### src/rtl/afc_div.sv
`default_nettype none
// ----------------------------------------------------------------------------
// afc_div
// Pipelined radix-2 restoring divider, one quotient bit per stage.
// Quotient of ({rem0, dvd}) / dvs; rem0 must be below dvs.
// ----------------------------------------------------------------------------
module afc_div #(
    parameter int NW = 32,
    parameter int DW = 16
) (
    input  wire logic          i_clk,
    input  wire logic          i_en,
    input  wire logic [DW-1:0] i_rem0,
    input  wire logic [NW-1:0] i_dvd,
    input  wire logic [DW-1:0] i_dvs,
    output logic      [NW-1:0] o_quo
);

    logic [DW-1:0] r_rem [NW];
    logic [DW-1:0] n_rem [NW];
    logic [DW-1:0] r_dvs [NW];
    logic [DW-1:0] n_dvs [NW];
    logic [NW-1:0] r_dvd [NW];
    logic [NW-1:0] n_dvd [NW];
    logic [NW-1:0] r_quo [NW];
    logic [NW-1:0] n_quo [NW];

    logic [DW-1:0] a_rem [NW];
    logic [DW-1:0] a_dvs [NW];
    logic [NW-1:0] a_dvd [NW];
    logic [NW-1:0] a_quo [NW];

    // Stage inputs: ports for the first stage, previous stage otherwise
    always_comb begin
        a_rem[0] = i_rem0;
        a_dvs[0] = i_dvs;
        a_dvd[0] = i_dvd;
        a_quo[0] = '0;
        for (int k = 1; k < NW; k++) begin
            a_rem[k] = r_rem[k-1];
            a_dvs[k] = r_dvs[k-1];
            a_dvd[k] = r_dvd[k-1];
            a_quo[k] = r_quo[k-1];
        end
    end

    // One trial subtract per stage
    always_comb begin
        logic [DW:0] t;
        logic        qb;
        for (int k = 0; k < NW; k++) begin
            t  = {a_rem[k], a_dvd[k][NW-1]};
            qb = (t >= {1'b0, a_dvs[k]});
            if (qb) begin
                n_rem[k] = DW'(t - {1'b0, a_dvs[k]});
            end else begin
                n_rem[k] = t[DW-1:0];
            end
            n_dvs[k] = a_dvs[k];
            n_dvd[k] = a_dvd[k] << 1;
            n_quo[k] = {a_quo[k][NW-2:0], qb};
        end
    end

    // Advance all stages together
    always_ff @(posedge i_clk) begin
        if (i_en) begin
            for (int k = 0; k < NW; k++) begin
                r_rem[k] <= n_rem[k];
                r_dvs[k] <= n_dvs[k];
                r_dvd[k] <= n_dvd[k];
                r_quo[k] <= n_quo[k];
            end
        end
    end

    assign o_quo = r_quo[NW-1];

endmodule
`default_nettype wire

### config.mk
export PLATFORM = sky130hd
export DESIGN_NAME = afc_div
export DESIGN_NICKNAME = d
export VERILOG_FILES = /design/src/rtl/afc_div.sv
export SDC_FILE = /design/constraint.sdc
export NUM_CORES = 2
export LEC_CHECK = 0
export ABC_AREA = 0
export BUFFER_PORTS_ARGS = -buffer_cell sky130_fd_sc_hd__buf_2
export CAP_MARGIN = 20
export CORE_MARGIN = 5
export CORE_UTILIZATION = 45
export CTS_CLUSTER_DIAMETER = 50
export DETAILED_ROUTE_END_ITERATION = 6
export PLACE_DENSITY_LB_ADDON = 0.2
export REMOVE_ABC_BUFFERS = 1
export SKIP_LAST_GASP = 1
export SLEW_MARGIN = 10
export SYNTH_ARGS = -nofsm -noshare
export SYNTH_HDL_FRONTEND = slang
export SYNTH_SLANG_ARGS = --single-unit
export TNS_END_PERCENT = 10
### constraint.sdc
create_clock -name i_clk -period 3.2 [get_ports i_clk]
set_input_delay 0.48 -clock i_clk [delete_from_list [all_inputs] [get_ports i_clk]]
set_output_delay 0.48 -clock i_clk [all_outputs]
set_load 0.005 [all_outputs]
Yosys cells after proc, flatten, opt, wreduce, memory -nomap -nowiden:

Memory sizes are Yosys's and may differ from the RTL's.
Cells that the tools add are included.

* bits in writable memories: 3040
* word-level logic and storage cells: 102
* output and inout port bits: 32
* input port bits: 66
* register bits after elaboration: 0
* memories kept: 4

* mux-type cells: 34
* $add $sub $neg: 32
* order comparisons: 32

Memories
* r_quo: depth 32, width 32, rd ports 32, clocked after memory_dff 0, write ports 32, line 25 `logic [NW-1:0] r_quo [NW];`
* r_dvd: depth 32, width 31, rd ports 31, clocked after memory_dff 0, write ports 32, line 23 `logic [NW-1:0] r_dvd [NW];`
* r_dvs: depth 32, width 16, rd ports 31, clocked after memory_dff 0, write ports 32, line 21 `logic [DW-1:0] r_dvs [NW];`
* r_rem: depth 32, width 16, rd ports 31, clocked after memory_dff 0, write ports 32, line 19 `logic [DW-1:0] r_rem [NW];`

Operator list (count)
* 17-bit by 16-bit greater-or-equal comparator with 1-bit output: 32
* 16-bit two-way mux: 32
* 16-bit subtractor: 32
* 1-bit two-way mux: 2

Logic depth before layout (Yosys ltp):

An unclocked memory read counts as a cell.

* depth after elaboration: 3
* mapped depth: 13
* gate-level depth less buffers: 12

Worst setup path before layout:

Ideal clock, no wire load.

* kind: reg-to-reg
* start point: memory r_rem[22][3], in the netlist r_rem[1][99]
* end point: memory r_rem[23][8], in the netlist r_rem[1][120] (data pin)
* required time: 2940 ps
* cell stages (with the launch flop): 12
* period minus slack after synthesis: 3395 ps
* data arrival time: 3134 ps
* path slack: -195 ps
* path through: edfxtp_1 ha_1 a21o_1 a21o_1 a211o_1 a221oi_2 nor2_1 o31a_1 or3_4 a31oi_4 buf_12 mux2_4

RTL lines (line)
* from (decl): 19

==> impl_metrics.env <==
export IMPL_status="finished with violations"
export IMPL_violations="negative setup slack"
export IMPL_cts_max_level=4
export IMPL_core_area_um2=198000
export IMPL_grt_antenna_before_repair=1
export IMPL_route_detailed_drc=0
export IMPL_yosysWarnings=0
export IMPL_r2r_start="r_dvs[1][100]"
export IMPL_stdcell_count=9672
export IMPL_nNetsFinal=7433
export IMPL_async_flop_share=0
export IMPL_hold_slack_ns=0.342
export IMPL_register_area_um2=60500
export IMPL_insertion_delay_ns=0.85
export IMPL_startpoint="r_dvs[1][100]"
export IMPL_cts_buffers=234
export IMPL_clk_pin_slew_worst_paths_ns=0.06
export IMPL_crit_path_cell_trace="inv_2, ha_4, a21o_1, a21o_1, a211o_1, a221oi_2, nor2_1, o31a_1, or3_4, a31oi_4, buf_6, buf_12, mux2_4"
export IMPL_rr_endpoint="r_rem[1][117]"
export IMPL_setup_tns_ns=-1.30
export IMPL_gp_congestion=0.842
export IMPL_dp_cells=9154
export IMPL_worstPathArrival_ns=3.90
export IMPL_cp_start_kind="flip-flop"
export IMPL_multi_input_area_um2=26700
export IMPL_initial_core_util=0.453
export IMPL_ys_types=80
export IMPL_cts_tree="done"
export IMPL_required_ns=3.80
export IMPL_dp_hpwl_um=109000
export IMPL_routed_wl_um=157000
export IMPL_end_kind="flip-flop"
export IMPL_post_route_min_period_ns=3.31
export IMPL_dieArea_um2=208000
export IMPL_post_place_ws_ns=-0.268
export IMPL_first_pass_iters=5
export IMPL_rows=163
export IMPL_cap_violations=0
export IMPL_yosysTopAreaCell="edfxtp_1"
export IMPL_synthTopCellsByArea="edfxtp_1 68%, ha_1 7.2%, mux2_2 3.4%"
export IMPL_tightest_slew_ns=0.921
export IMPL_r2r_cells=13
export IMPL_fin_skew_ns=0.0367
export IMPL_boundaryPins=98
export IMPL_drv_slew=0
export IMPL_ys_seq_area_frac=0.676
export IMPL_drive_gt1_frac=0.158
export IMPL_ant_nets=0
export IMPL_cts_root_buffer="clkbuf_16"
export IMPL_worstPathMaxFanout=7
export IMPL_synth_area_um2=89600
export IMPL_path_buf_inv=3
export IMPL_chipHeight_um=456
export IMPL_via_per_inst=5.10
export IMPL_hold_class="primary input to flip-flop"
export IMPL_p_per_area_nw_per_um2=958
export IMPL_vdd_drop_max_uv=587
export IMPL_reg2reg_slack_ns=-0.11
export IMPL_fmax_mhz=303
export IMPL_grt_overflow=0
export IMPL_ctsLongestPathBuffers=3
export IMPL_synth_main_ff_cell="edfxtp_1"
export IMPL_critPathSlowestCell="edfxtp_1"
export IMPL_first_iter_violations=3160
export IMPL_setup_worst_path_end="r_rem[1][117]"
export IMPL_setup_viol=45
export IMPL_final_setup_worst_slack_ns=-0.106
export IMPL_crit_family="compound AO/OA/AOI/OAI gates"
export IMPL_synth_top_area_share=0.676
export IMPL_ys_seq_elements=2016
export IMPL_wl_per_cell_um=16.2
export IMPL_io_buffers=97
export IMPL_fin_util=0.530
export IMPL_grt_max_degree=120
export IMPL_clkSinkCount=2016
export IMPL_syn_inst=6206
export IMPL_hold_viol_final=0
export IMPL_grt_pass1_vias=49800
export IMPL_cp_depth=13
export IMPL_area_growth_syn_to_layout_pct=16.9
export IMPL_leakage_uw=0.0406
export IMPL_rsz0062_at_grt="true"
export IMPL_syn_avg_cell_area_um2=14.4
export IMPL_n_fill_cell=16200
export IMPL_cpPeakStageDelay_ns=0.40
export IMPL_die_x_um=456
export IMPL_vias=49300
export IMPL_grt_pass1_wl_um=256000
export IMPL_cpMostUsedCell="a21o_1"
export IMPL_synth_edf_count=2016
export IMPL_critical_path_class="flip-flop to flip-flop"
export IMPL_grt_use_total=0.149
export IMPL_slew_limit_headroom=0.381
export IMPL_finalCritPeriodShare=1.03
## sequential cells by signal (all words and copies together) (netlist names)
name / flops
r_quo: 528
r_rem: 496
r_dvs: 496
r_dvd: 496
## report_power, final
part / internal, uW / switching, uW
Sequential: 36200 / 2480
Clock: 15900 / 11000
Combinational: 17200 / 17700
## layout make-up
cell class,instances,share of cell area
Sequential cell,2016,0.578
Multi-Input combinational cell,3508,0.255
Clock buffer,270,0.0574
Timing Repair Buffer,443,0.0372
Tap cell,2640,0.0315
Inverter,621,0.0223
Clock inverter,172,0.0188
Antenna cell,2,0.0000478
## through the flow
| stage | area [um^2] | power, uW |
|---|---|---|
| floorplan | 89300 | 63000 |
| global placement | 95800 | 72400 |
| detailed placement | 95800 | 73100 |
| CTS | 105000 | 101000 |
| global route | 105000 | 107000 |
| finish | 105000 | 100000 |
## cells in the mapped netlist, types with 63 or more instances
| library cell | instances |
|---|---|
| nand4_1 | 78 |
| xnor2_1 | 241 |
| nor2_1 | 357 |
| edfxtp_1 | 2016 |
| a21o_1 | 124 |
| nand3_1 | 63 |
| a21oi_1 | 443 |
| ha_1 | 512 |
| mux2_2 | 269 |
| nand2_1 | 203 |
| nor3_1 | 77 |
| nor2b_1 | 106 |
| o21a_1 | 92 |
| xor2_1 | 122 |
| o21ai_0 | 263 |
| inv_1 | 621 |
## layout by cell type, fill, tap and decap left out, types with 35 or more instances in the layout
cell / instances
a21o_1: 124
a21oi_1: 438
a31oi_1: 37
buf_12: 50
buf_2: 97
buf_4: 228
clkbuf_1: 35
clkbuf_16: 236
clkinv_1: 35
dlygate4sd3_1: 64
edfxtp_1: 2016
ha_1: 511
inv_1: 620
mux2_2: 263
mux2i_1: 36
nand2_1: 202
nand2b_1: 54
nand3_1: 63
nand4_1: 78
nor2_1: 357
nor2b_1: 106
nor3_1: 76
o21a_1: 92
o21ai_0: 252
or2_2: 37
xnor2_1: 241
xor2_1: 122
## cells by family (layout without fill, tap and decap cells)
kind of cell	after synthesis	count (layout)	share of synthesized area
buf+inv	683	1506	0.0290
compound gates	1211	1212	0.0839
other cells	0	2	0
mux	312	312	0.0390
flops	2016	2016	0.676
simple gates	1078	1078	0.0585
xor+xnor	363	363	0.0355
fa+ha+maj	543	543	0.0784
## worst reg2reg max path, delay by kind of cell (launching register included)
family / cells / cell delay, ns
AOI/OAI and AO/OA: 6 / 1.33
buffers and inverters: 3 / 0.35
DFF: 1 / 0.40
muxes: 1 / 0.30
and+or+nand+nor: 2 / 0.47
adders and majority gates: 1 / 0.20
## how the worst min path moves through the flow
stage	endpoint	depth (start not counted)	startpoint	slack, ns
6_report	r_dvd[0][26]	2	i_dvd[26]	0.34
5_1_grt	r_dvd[0][21]	2	i_dvd[21]	0.29
4_1_cts	r_dvd[0][20]	2	i_dvd[20]	0.25
3_5_place_dp	r_dvd[0][116]	0	r_dvd[0][84]	0.40
3_3_place_gp	r_dvd[1][50]	0	r_dvd[1][18]	0.40
2_1_floorplan	r_dvd[0][100]	0	r_dvd[0][68]	0.40
## layer usage
| metal | up-vias | global-route usage | wire (um) |
|---|---|---|---|
| met5 | - | 0 | 0 |
| met4 | 0 | 0.0542 | 5040 |
| met3 | 347 | 0.0281 | 6320 |
| met2 | 770 | 0.252 | 76400 |
| met1 | 23700 | 0.191 | 69300 |
| li1 | 24500 | - | - |
## what timing repair did
item,4_1_cts,5_1_grt
hold buffers,64,0
endpoints found under the hold margin,64,0
gates cloned,1,3
buffers inserted,4,3
pin swaps,9,5
gates resized for setup,13,37
setup endpoints to repair,135,398
(Power assumes the default switching activity.)
